## config.mk

```make
export PLATFORM = sky130hd
export DESIGN_NAME = fcsb_classify
export DESIGN_NICKNAME = d
export VERILOG_FILES = /design/src/hdl/fcsb_pkg.sv /design/src/hdl/fcsb_classify.sv
export SDC_FILE = /design/constraint.sdc
export NUM_CORES = 1
export LEC_CHECK = 0
export BUFFER_PORTS_ARGS = -buffer_cell sky130_fd_sc_hd__buf_2
export CAP_MARGIN = 20
export CELL_PAD_IN_SITES_DETAIL_PLACEMENT = 1
export CELL_PAD_IN_SITES_GLOBAL_PLACEMENT = 1
export CORE_ASPECT_RATIO = 1.5
export CORE_UTILIZATION = 30
export CTS_CLUSTER_DIAMETER = 80
export DETAILED_ROUTE_END_ITERATION = 8
export PLACE_DENSITY = 0.74
export SLEW_MARGIN = 15
export SYNTH_ARGS = -nofsm -noshare
export SYNTH_HDL_FRONTEND = slang
export SYNTH_SLANG_ARGS = --single-unit
```

## constraint.sdc

```tcl
create_clock -name clk_i -period 21.6 [get_ports clk_i]
set_clock_uncertainty 0.1 [all_clocks]
set_input_delay 2.16 -clock clk_i [delete_from_list [all_inputs] [get_ports clk_i]]
set_output_delay 2.16 -clock clk_i [all_outputs]
set_load 0.1 [all_outputs]
```

## src/hdl/fcsb_pkg.sv

```systemverilog
package fcsb_pkg;

  localparam int unsigned COORD_W  = 24;
  localparam int unsigned NRM_W    = 11;
  localparam int unsigned DST_W    = 28;
  localparam int unsigned PROD_W   = COORD_W + NRM_W;
  localparam int unsigned DIST_W   = 40;
  localparam int unsigned FRAC_SH  = 10;
  localparam int unsigned TOL_W    = 8;
  localparam int unsigned PLANE_W  = 64;
  localparam int unsigned NRM_LSB  = DST_W;

  localparam logic [TOL_W-1:0] TOL_RESET = 8'd3;

  typedef logic signed [COORD_W-1:0] coord_t;
  typedef logic signed [PROD_W-1:0]  prod_t;
  typedef logic signed [DIST_W-1:0]  dist_t;
  typedef logic [PLANE_W-1:0]        plane_t;

  typedef enum logic {
    FUNC_SPHERE = 1'b0,
    FUNC_BOX    = 1'b1
  } func_e;

  typedef enum logic [1:0] {
    VERDICT_INSIDE    = 2'd0,
    VERDICT_INTERSECT = 2'd1,
    VERDICT_OUTSIDE   = 2'd2
  } verdict_e;

  typedef struct packed {
    logic s1;
    logic s2;
    logic s3;
    logic s4;
  } pipe_en_t;

endpackage

```

## src/hdl/fcsb_classify.sv

```systemverilog
module fcsb_classify
  import fcsb_pkg::*;
#(
  parameter int unsigned PLANE_COUNT = 6
) (
  input  logic               clk_i,
  input  pipe_en_t           en_i,
  input  func_e              func_i,
  input  logic [COORD_W-1:0] radius_i,
  input  logic [TOL_W-1:0]   tol_i,
  input  dist_t              dist_p_i [PLANE_COUNT],
  input  dist_t              dist_n_i [PLANE_COUNT],
  output verdict_e           verdict_o
);

  localparam int unsigned CNT_W = $clog2(PLANE_COUNT + 1);

  dist_t thr_hi, thr_lo, tol_neg;
  logic [PLANE_COUNT-1:0] out_d, near_d, out_q, near_q;
  func_e func_q;
  logic [CNT_W-1:0] near_cnt;
  verdict_e verdict_d, verdict_q;

  // per-plane compares
  always_comb begin
    thr_hi  = DIST_W'({radius_i, {FRAC_SH{1'b0}}});
    thr_lo  = -thr_hi;
    tol_neg = -DIST_W'(tol_i);
    for (int i = 0; i < PLANE_COUNT; i++) begin
      if (func_i == FUNC_BOX) begin
        out_d[i]  = dist_p_i[i] < tol_neg;
        near_d[i] = dist_n_i[i] < tol_neg;
      end else begin
        out_d[i]  = dist_p_i[i] < thr_lo;
        near_d[i] = dist_p_i[i] < thr_hi;
      end
    end
  end

  always_ff @(posedge clk_i) begin
    if (en_i.s3) begin
      out_q  <= out_d;
      near_q <= near_d;
      func_q <= func_i;
    end
  end

  // reduce to verdict
  always_comb begin
    near_cnt = '0;
    for (int i = 0; i < PLANE_COUNT; i++) begin
      near_cnt = near_cnt + CNT_W'(near_q[i]);
    end
    if (|out_q) begin
      verdict_d = VERDICT_OUTSIDE;
    end else if (func_q == FUNC_BOX) begin
      verdict_d = (near_cnt >= CNT_W'(2)) ? VERDICT_INTERSECT : VERDICT_INSIDE;
    end else begin
      verdict_d = (|near_q) ? VERDICT_INTERSECT : VERDICT_INSIDE;
    end
  end

  always_ff @(posedge clk_i) begin
    if (en_i.s4) begin
      verdict_q <= verdict_d;
    end
  end

  assign verdict_o = verdict_q;

endmodule

```

==> flow_metrics.py <==
metrics = {
    "run_status": {
        "status": "complete, no violations",
    },
    "route": {
        "wl_um": 88700,
        "routed-wl-met2_um": 45300,
        "wl_met1_um": 34900,
        "dr_wl_met3_um": 3690,
        "highest_layer": "met5",
        "drtPass1Iterations": 5,
        "drt_iter0_drc": 830,
        "vias": 20400,
        "antenna_left": 0,
        "viasPerCell": 5.78,
        "wl_per_cell_um": 25.1,
        "drc": 0,
    },
    "global_routing": {
        "grt_usage_pct": 27.5,
        "grt_pass1_wl_um": 131000,
        "grt-ovfl-total": 0,
        "grt_max_degree": 53,
        "antenna_found_initial": 35,
        "grt_pass1_vias": 22200,
    },
    "yosys": {
        "ys_warn_count": 0,
        "netlist_instances": 2174,
        "ys.flop_type": "edfxtp_1",
        "synthesis.nets": 3450,
        "synth_area_per_cell_um2": 8.51,
        "yosysSeqAreaShare_pct": 2.44,
        "synth.distinct_cells": 77,
        "synth-seq-cells": 15,
        "async_flop_share_pct": 0,
        "synth_edf_count": 15,
        "synth_area_mm2": 0.0185,
    },
    "cts": {
        "cts-root-buf": "clkbuf_16",
        "numCtsBuffers": 3,
        "clock_path_buffers": 2,
        "post_cts_resized": 0,
        "cts_num_sinks": 15,
        "hold_buffers": 0,
        "cts_max_level": 1,
        "clock_latency_ns": 0.25,
        "clk_pin_slew_worst_paths_ns": 0.05,
        "cts_setup_buffers": 0,
        "cts_tree": "yes",
    },
    "die": {
        "die_y_um": 306,
        "core-area_mm2": 0.0610,
        "rows": 111,
        "initial_core_util_pct": 30.3,
        "boundaryPins": 520,
        "die_x_um": 205,
        "die_area_mm2": 0.0627,
    },
    "finish": {
        "post_layout_nonfiller_instances": 3532,
        "final_cell_mix": "ha_1 (754), buf_2 (517), a21oi_1 (192), a21o_1 (156), o21ai_0 (144)",
        "nets": 3993,
        "final_core_util_pct": 36.8,
        "mostFrequentLayoutCell": "ha_1",
        "drive_gt1_share_pct": 21.9,
        "area_growth_pct": 21.5,
    },
    "sta": {
        "hold_viol": 0,
        "setup_viol": 0,
        "slew_headroom_pct": 24.3,
        "setup_tns_ns": 0,
        "worst_pin_slew_ns": 1.13,
        "max_freq_mhz": 136,
        "grt_setup_unrepaired": "no",
        "slew_violations": 0,
        "fin_crit_ns": 7.33,
        "period_share_pct": 33.9,
    },
    "pwr": {
        "p_switching_uw": 196,
        "clkPwrFrac_pct": 9.3,
        "vdd_drop_max_mv": 0.0193,
        "seqPwrFrac_pct": 9.2,
        "swShare_pct": 49.5,
        "combPwrFrac_pct": 81.5,
        "power.density_mw_per_mm2": 17.7,
        "intPower_uw": 200,
        "power.leakage_uw": 0.0125,
    },
    "critical_path": {
        "crit_chain": "buf_2 -> or3_1 -> or3_1 -> nor4_2 -> buf_4 -> buf_4 -> ha_1 -> a21o_1 -> a21o_1 -> a21oi_1 -> nor2_1 -> a2111oi_0 -> nor2_1 -> o31ai_1 -> a311o_1 -> a41o_1 -> a221o_1",
        "regToRegStartpoint": "near_q[0]$_DFFE_PP_",
        "required_ns": 21.61,
        "criticalPathCategory": "in2reg",
        "startpoint": "tol_i[3]",
        "slowest_stage": "o31ai_1",
        "crit_arrival_ns": 7.34,
        "critPathMaxStageDelay_ns": 0.81,
        "cp-start-kind": "input pin",
        "crit_fanout": 25,
        "crit_path_end_kind": "register",
    },
    "placement": {
        "place_congestion": 0.955,
        "port_buffers": 517,
        "dpl.cell_count": 3503,
        "dp_hpwl_um": 76600,
    },
    "worst_hold_path": {
        "min_path_type": "reg2reg",
        "min_from": "func_q$_DFFE_PP_",
    },
    "run": {
        "cap_violations": 0,
    },
}
==> routing by layer <==
layer / global-route usage, % / vias to the layer above
met5: 0 / -
li1: - / 9715
met2: 50.3 / 566
met1: 30.8 / 9885
met3: 3.19 / 215
met4: 14.3 / 18
==> per-stage QoR <==
stage	instance area (µm²)	power, µW	hold WS [ns]	worst slack, ns
2_1_floorplan	18500	206	0.397	10.06
3_3_place_gp	22300	337	0.485	14.07
3_5_place_dp	22300	358	0.513	14.08
4_1_cts	22400	398	0.523	14.32
5_1_grt	22500	438	0.564	14.09
6_report	22500	397	0.519	14.27
==> power by group through the flow <==
stage | registers, µW | logic [µW] | clock network (µW)
floorplan | 37.4 | 169 | 0
global placement | 36.7 | 300 | 0
detailed placement | 36.9 | 321 | 0
CTS | 36.3 | 324 | 37.7
global route | 36.6 | 363 | 38.8
finish | 36.4 | 323 | 37.0
==> state kept, by name (all words and copies together) (netlist names) <==
register and flops:
near_q 6, func_q 1, out_q 6, verdict_o 2
==> area by class of cell <==
| cell class | instances | area (µm²) |
|---|---|---|
| diodes | 25 | 62.6 |
| repair buffers | 555 | 2870 |
| clock buffers | 3 | 75.1 |
| well taps | 791 | 990 |
| multi-input cells | 2080 | 17800 |
| flip-flops and latches | 15 | 450 |
| fillers | 7437 | 38500 |
| clock inverters | 1 | 5.00 |
| inverters | 62 | 233 |
==> synth_stat cells, drive strengths merged (7+ instances only) <==
| cell type | n | area (µm²) |
|---|---|---|
| ha | 755 | 9450 |
| a21oi | 192 | 961 |
| a21o | 156 | 1170 |
| o21ai | 150 | 754 |
| nand4 | 108 | 676 |
| nor2 | 92 | 345 |
| nand2 | 82 | 308 |
| nor2b | 73 | 457 |
| inv | 62 | 233 |
| nand2b | 56 | 350 |
| nor3 | 37 | 208 |
| o21a | 36 | 270 |
| xnor2 | 35 | 337 |
| nand3 | 31 | 160 |
| a211oi | 28 | 215 |
| nor4 | 25 | 171 |
| o211ai | 24 | 180 |
| maj3 | 19 | 195 |
| xor2 | 18 | 158 |
| a31oi | 16 | 100 |
| edfxtp | 15 | 450 |
| or3 | 11 | 68.8 |
| a2111oi | 10 | 87.6 |
| clkbuf | 9 | 33.8 |
| o2111ai | 9 | 78.8 |
| buf | 8 | 51.3 |
| o31ai | 8 | 60.1 |
| a211o | 7 | 61.3 |
| and3 | 7 | 43.8 |
| or2 | 7 | 43.8 |
==> logic make-up (layout without fill, tap and decap cells) <==
| family | after synthesis | count (layout) | synth area share, % |
|---|---|---|---|
| flops | 15 | 15 | 2.44 |
| compound gates | 692 | 692 | 24.1 |
| simple gates | 555 | 555 | 16.5 |
| other cells | 0 | 25 | 0 |
| fa+ha+maj | 777 | 777 | 52.5 |
| buf+inv | 79 | 621 | 1.72 |
| mux | 3 | 3 | 0.169 |
| xor+xnor | 53 | 53 | 2.67 |
==> final timing paths <==
kind                                              endpoint  slack [ns]  depth (start not counted)
worst max-delay path                    out_q[3]$_DFFE_PP_       14.27                         17
worst min register to register  verdict_o[0]$_SDFFCE_PP0P_        0.52                          1
worst max register to register  verdict_o[0]$_SDFFCE_PP0P_       18.96                          7
worst min-delay path            verdict_o[0]$_SDFFCE_PP0P_        0.52                          1
==> worst max-delay path: cells and delay by family <==
family | cells | cell delay, ns
adders and majority gates | 1 | 0.36
AOI/OAI and AO/OA | 8 | 2.38
buffers and inverters | 3 | 1.09
and+or+nand+nor | 5 | 1.25
Note: power is estimated with default switching activity, not from simulation.
