$ cat config.mk
export PLATFORM = sky130hd
export DESIGN_NAME = fcsb_dist
export DESIGN_NICKNAME = d
export VERILOG_FILES = /design/src/hdl/fcsb_pkg.sv /design/src/hdl/fcsb_dist.sv
export SDC_FILE = /design/constraint.sdc
export NUM_CORES = 2
export LEC_CHECK = 0
export BUFFER_PORTS_ARGS = -buffer_cell sky130_fd_sc_hd__buf_2
export CORE_ASPECT_RATIO = 0.6
export CORE_MARGIN = 1.5
export CORE_UTILIZATION = 60
export CTS_CLUSTER_SIZE = 25
export DETAILED_ROUTE_END_ITERATION = 7
export GPL_ROUTABILITY_DRIVEN = 1
export GPL_TIMING_DRIVEN = 0
export PLACE_DENSITY_LB_ADDON = 0.3
export SETUP_SLACK_MARGIN = 0.3
export SYNTH_ARGS = -nofsm -noshare
export SYNTH_HDL_FRONTEND = slang
export SYNTH_SLANG_ARGS = --single-unit
export TNS_END_PERCENT = 10
$ cat constraint.sdc
create_clock -name clk_i -period 17.2 [get_ports clk_i]
set_input_delay 1.72 -clock clk_i [delete_from_list [all_inputs] [get_ports clk_i]]
set_output_delay 1.72 -clock clk_i [all_outputs]
set_load 0.02 [all_outputs]
$ cat src/hdl/fcsb_pkg.sv
package fcsb_pkg;

  localparam int unsigned COORD_W  = 24;
  localparam int unsigned NRM_W    = 11;
  localparam int unsigned DST_W    = 28;
  localparam int unsigned PROD_W   = COORD_W + NRM_W;
  localparam int unsigned DIST_W   = 40;
  localparam int unsigned FRAC_SH  = 10;
  localparam int unsigned TOL_W    = 8;
  localparam int unsigned PLANE_W  = 64;
  localparam int unsigned NRM_LSB  = DST_W;

  localparam logic [TOL_W-1:0] TOL_RESET = 8'd3;

  typedef logic signed [COORD_W-1:0] coord_t;
  typedef logic signed [PROD_W-1:0]  prod_t;
  typedef logic signed [DIST_W-1:0]  dist_t;
  typedef logic [PLANE_W-1:0]        plane_t;

  typedef enum logic {
    FUNC_SPHERE = 1'b0,
    FUNC_BOX    = 1'b1
  } func_e;

  typedef enum logic [1:0] {
    VERDICT_INSIDE    = 2'd0,
    VERDICT_INTERSECT = 2'd1,
    VERDICT_OUTSIDE   = 2'd2
  } verdict_e;

  typedef struct packed {
    logic s1;
    logic s2;
    logic s3;
    logic s4;
  } pipe_en_t;

endpackage

$ cat src/hdl/fcsb_dist.sv
module fcsb_dist
  import fcsb_pkg::*;
(
  input  logic     clk_i,
  input  pipe_en_t en_i,
  input  func_e    func_i,
  input  coord_t   lo_i [3],
  input  coord_t   hi_i [3],
  input  plane_t   plane_i,
  output dist_t    dist_p_o,
  output dist_t    dist_n_o
);

  logic signed [NRM_W-1:0] nrm [3];
  coord_t pv [3];
  coord_t nv [3];
  prod_t  prod_p_d [3];
  prod_t  prod_n_d [3];
  prod_t  prod_p_q [3];
  prod_t  prod_n_q [3];
  logic signed [DST_W-1:0] dplane;
  dist_t  dist_p_d, dist_n_d, dist_p_q, dist_n_q, dscaled;

  // vertex select and products
  always_comb begin
    for (int k = 0; k < 3; k++) begin
      nrm[k] = plane_i[NRM_LSB + k*NRM_W +: NRM_W];
      pv[k]  = (func_i == FUNC_BOX && !nrm[k][NRM_W-1]) ? hi_i[k] : lo_i[k];
      nv[k]  = nrm[k][NRM_W-1] ? hi_i[k] : lo_i[k];
      prod_p_d[k] = nrm[k] * pv[k];
      prod_n_d[k] = nrm[k] * nv[k];
    end
  end

  always_ff @(posedge clk_i) begin
    if (en_i.s1) begin
      prod_p_q <= prod_p_d;
      prod_n_q <= prod_n_d;
    end
  end

  // sum and plane offset
  always_comb begin
    dplane   = plane_i[DST_W-1:0];
    dscaled  = DIST_W'(dplane) <<< FRAC_SH;
    dist_p_d = DIST_W'(prod_p_q[0]) + DIST_W'(prod_p_q[1]) + DIST_W'(prod_p_q[2]) - dscaled;
    dist_n_d = DIST_W'(prod_n_q[0]) + DIST_W'(prod_n_q[1]) + DIST_W'(prod_n_q[2]) - dscaled;
  end

  always_ff @(posedge clk_i) begin
    if (en_i.s2) begin
      dist_p_q <= dist_p_d;
      dist_n_q <= dist_n_d;
    end
  end

  assign dist_p_o = dist_p_q;
  assign dist_n_o = dist_n_q;

endmodule

==> run_summary.xml <==
<?xml version="1.0" encoding="UTF-8"?>
<metrics>
  <group name="setup_path">
    <metric name="worst-path-max-fanout" unit="">10</metric>
    <metric name="cp-end-kind" unit="">register</metric>
    <metric name="setup.worst_path.start_class" unit="">input port</metric>
    <metric name="critPathKind" unit="">input port to register</metric>
    <metric name="required" unit="ps">17400</metric>
    <metric name="critPathArrivalTime" unit="ps">10390</metric>
  </group>
  <group name="final_layout">
    <metric name="layout.nets" unit="">10139</metric>
    <metric name="area_growth" unit="%">5.925</metric>
    <metric name="n_fill_cell" unit="">10031</metric>
    <metric name="drive_gt1_share" unit="%">5.956</metric>
  </group>
  <group name="routing">
    <metric name="route.detailed.wl_per_inst" unit="um">22.55</metric>
    <metric name="vias" unit="">53365</metric>
    <metric name="antenna_violation_net_count_after_detailed_routing" unit="">0</metric>
    <metric name="drt_first_pass_iters" unit="">6</metric>
    <metric name="post-route-drc-count" unit="">0</metric>
    <metric name="dr.first_iter.drc_count" unit="">4790</metric>
    <metric name="routed_wl" unit="um">214000</metric>
    <metric name="vias_per_cell" unit="">5.623</metric>
  </group>
  <group name="yosys">
    <metric name="synth.ff_latch_count" unit="">288</metric>
    <metric name="synth_top_flop_cell" unit="">sky130_fd_sc_hd__edfxtp_1</metric>
    <metric name="syn_avg_cell_area" unit="sq um">9.531</metric>
    <metric name="post_synth_main_area_contributors" unit="">sky130_fd_sc_hd__fa_1, sky130_fd_sc_hd__edfxtp_1, sky130_fd_sc_hd__inv_1</metric>
    <metric name="postSynthNetCount" unit="">9849</metric>
    <metric name="synthesis.instances" unit="">7567</metric>
    <metric name="mappedNetlistArea" unit="sq um">72120</metric>
    <metric name="synth.yosys.warnings" unit="">0</metric>
    <metric name="postSynth.asyncResetShare" unit="%">0</metric>
    <metric name="post-synth-top-area-fraction" unit="%">42.64</metric>
    <metric name="number_of_distinct_standard_cells_referenced_by_the_synthesized_netlist" unit="">73</metric>
    <metric name="synth.yosys.seq_area_share" unit="%">11.99</metric>
    <metric name="synth_area_leader_cell" unit="">sky130_fd_sc_hd__fa_1</metric>
    <metric name="synth-edff-count" unit="">288</metric>
  </group>
  <group name="global_route">
    <metric name="overflow_left_after_global_routing" unit="">0</metric>
    <metric name="grt_max_degree" unit="">109</metric>
    <metric name="antenna_found_initial" unit="">41</metric>
    <metric name="grt_use_total" unit="%">36.15</metric>
    <metric name="vias_in_the_first_global_route" unit="">54846</metric>
    <metric name="grt_pass1_wl" unit="um">330700</metric>
  </group>
  <group name="worst_hold_path">
    <metric name="hold_path_class" unit="">register to register</metric>
  </group>
  <group name="placement">
    <metric name="port-buffer-count" unit="">262</metric>
    <metric name="pre_cts_ws" unit="ps">6670</metric>
    <metric name="gp_routability_congestion" unit="">0.9977</metric>
    <metric name="place_hpwl" unit="um">186100</metric>
  </group>
  <group name="floorplan">
    <metric name="rows" unit="">98</metric>
    <metric name="start_util" unit="%">60.51</metric>
    <metric name="floorplan.die.height" unit="um">271.6</metric>
    <metric name="die-width" unit="um">450.6</metric>
    <metric name="boundaryPins" unit="">294</metric>
    <metric name="die_area" unit="sq um">122400</metric>
    <metric name="core_area" unit="sq um">119200</metric>
  </group>
  <group name="sta">
    <metric name="finalWorstSetupSlack" unit="ps">7015</metric>
    <metric name="timing.slew.headroom" unit="%">3.816</metric>
    <metric name="fmaxAchievable" unit="MHz">98.18</metric>
    <metric name="setup_viol_count_final" unit="">0</metric>
    <metric name="final-hold-violation-count" unit="">0</metric>
    <metric name="rsz0062_at_grt" unit="">no</metric>
    <metric name="tightestPinTransition" unit="ps">1403</metric>
    <metric name="timing_max_transition_violations_final" unit="">0</metric>
    <metric name="holdWs" unit="ps">813.3</metric>
    <metric name="post-route-min-period" unit="ps">10180</metric>
    <metric name="setup_total_negative_slack" unit="ps">0</metric>
    <metric name="fin_skew" unit="ps">17.59</metric>
    <metric name="timing.final.crit_share" unit="%">59.21</metric>
  </group>
  <group name="clock_tree">
    <metric name="cts_setup_buffers" unit="">0</metric>
    <metric name="clock-root-buffer" unit="">sky130_fd_sc_hd__clkbuf_16</metric>
    <metric name="clk_path_buf_depth" unit="">3</metric>
    <metric name="clk_pin_slew_worst_paths" unit="ps">70</metric>
    <metric name="clkSinkCount" unit="">288</metric>
    <metric name="holdBufCountCts" unit="">0</metric>
    <metric name="clk_latency" unit="ps">590</metric>
    <metric name="cts.repair.resized" unit="">0</metric>
    <metric name="cts_inserted_buffers" unit="">24</metric>
    <metric name="cts_max_level" unit="">1</metric>
    <metric name="cts_tree" unit="">yes</metric>
  </group>
  <group name="flow_run">
    <metric name="drv_cap" unit="">0</metric>
  </group>
  <group name="outcome">
    <metric name="run_status" unit="">completed</metric>
  </group>
</metrics>
-- worst paths after layout --
| check | startpoint | endpoint | slack [ps] | depth (start not counted) |
|---|---|---|---|---|
| max | plane_i[60] | prod_n_q[34] | 7020 | 24 |
| min | prod_n_q[70] | dist_n_o[0] | 810 | 3 |
| max reg2reg | prod_p_q[38] | dist_p_o[38] | 12060 | 15 |
| min reg2reg | prod_n_q[70] | dist_n_o[0] | 810 | 3 |
-- routing by layer --
metal  GRT usage [%]  up-vias  wire [um]
li1                -    23285          -
met1           53.61    27008      90440
met2           50.39     2693      87650
met3           12.63      359      28740
met4           9.658       20       7081
met5               0        -        129
-- state kept, by name (all words and copies together), names as in the netlist --
signal	cells
prod_n_q	105
prod_p_q	105
dist_n_o	39
dist_p_o	39
-- logic make-up (layout without fill, tap and decap cells) --
| kind of cell | count (synthesis) | after routing | share of synthesized area [%] |
|---|---|---|---|
| buffers and inverters | 2134 | 2442 | 11.12 |
| adder cells (fa/ha/maj) | 2068 | 2068 | 51.87 |
| AND/OR/NAND/NOR | 2037 | 2037 | 13.78 |
| AO/OA/AOI/OAI | 613 | 613 | 5.571 |
| flip-flops | 288 | 288 | 11.99 |
| XOR/XNOR | 281 | 281 | 3.413 |
| multiplexers | 146 | 146 | 2.266 |
| other | 0 | 16 | 0 |
-- cell type report --
class	instances	area, sq um	share of cell area [%]
multi-input combinational	5145	55450	72.59
sequential	288	8648	11.32
inverter	1938	7274	9.523
tap	1600	2002	2.621
timing repair buffer	264	1379	1.805
buffer	196	743.2	0.9729
clock buffer	26	629.4	0.8238
clock inverter	18	222.7	0.2915
antenna	16	40.04	0.05241
-- cell usage after synthesis, drive strengths merged, types with 57 or more instances --
cell and instances:
fa 1536, nand2b 74, nor2 246, o21ai 95, and2 627, xor2 57, mux2 138, xnor2 224
a21o 112, clkbuf 188, ha 532, inv 1938, a21oi 187, nor2b 77, nand2 858, edfxtp 288
-- critical path, cell delays in order --
cell,delay (ps)
sky130_fd_sc_hd__clkbuf_1,280
sky130_fd_sc_hd__clkbuf_1,360
sky130_fd_sc_hd__inv_1,140
sky130_fd_sc_hd__clkbuf_1,550
sky130_fd_sc_hd__buf_1,710
sky130_fd_sc_hd__nor2_1,150
sky130_fd_sc_hd__fa_1,480
sky130_fd_sc_hd__fa_1,560
sky130_fd_sc_hd__fa_1,470
sky130_fd_sc_hd__fa_1,510
sky130_fd_sc_hd__inv_1,50
sky130_fd_sc_hd__fa_1,480
sky130_fd_sc_hd__inv_1,40
sky130_fd_sc_hd__ha_1,360
sky130_fd_sc_hd__and3_1,250
sky130_fd_sc_hd__nand3_1,120
sky130_fd_sc_hd__a2111oi_0,890
sky130_fd_sc_hd__o311ai_0,470
sky130_fd_sc_hd__a21oi_1,320
sky130_fd_sc_hd__a31oi_1,150
sky130_fd_sc_hd__nand2b_1,180
sky130_fd_sc_hd__nand2_1,70
sky130_fd_sc_hd__a21oi_1,70
sky130_fd_sc_hd__xnor2_1,960
-- per-stage QoR --
stage,area (sq um),util (%),cells
after CTS,76350,64.06,9475
after detailed placement,75500,63.35,9431
after global placement,75430,63.29,9429
final,76390,64.10,9491
after global routing,76360,64.07,9479
after floorplan,72120,-,7567
-- placed cells by master, fill, tap and decap left out, drive strengths merged, types with 74 or more instances in the layout --
| cell | Yosys | routed |
|---|---|---|
| mux2 | 138 | 138 |
| a21oi | 187 | 187 |
| edfxtp | 288 | 288 |
| nor2b | 77 | 77 |
| nand2 | 858 | 858 |
| clkbuf | 188 | 214 |
| a21o | 112 | 112 |
| o21ai | 95 | 95 |
| ha | 532 | 532 |
| xnor2 | 224 | 224 |
| buf | 8 | 272 |
| inv | 1938 | 1941 |
| nor2 | 246 | 246 |
| nand2b | 74 | 74 |
| and2 | 627 | 627 |
| fa | 1536 | 1536 |
Power is not shown: default switching activity piles up to over one toggle a cycle in this logic, so the estimate is an artifact.
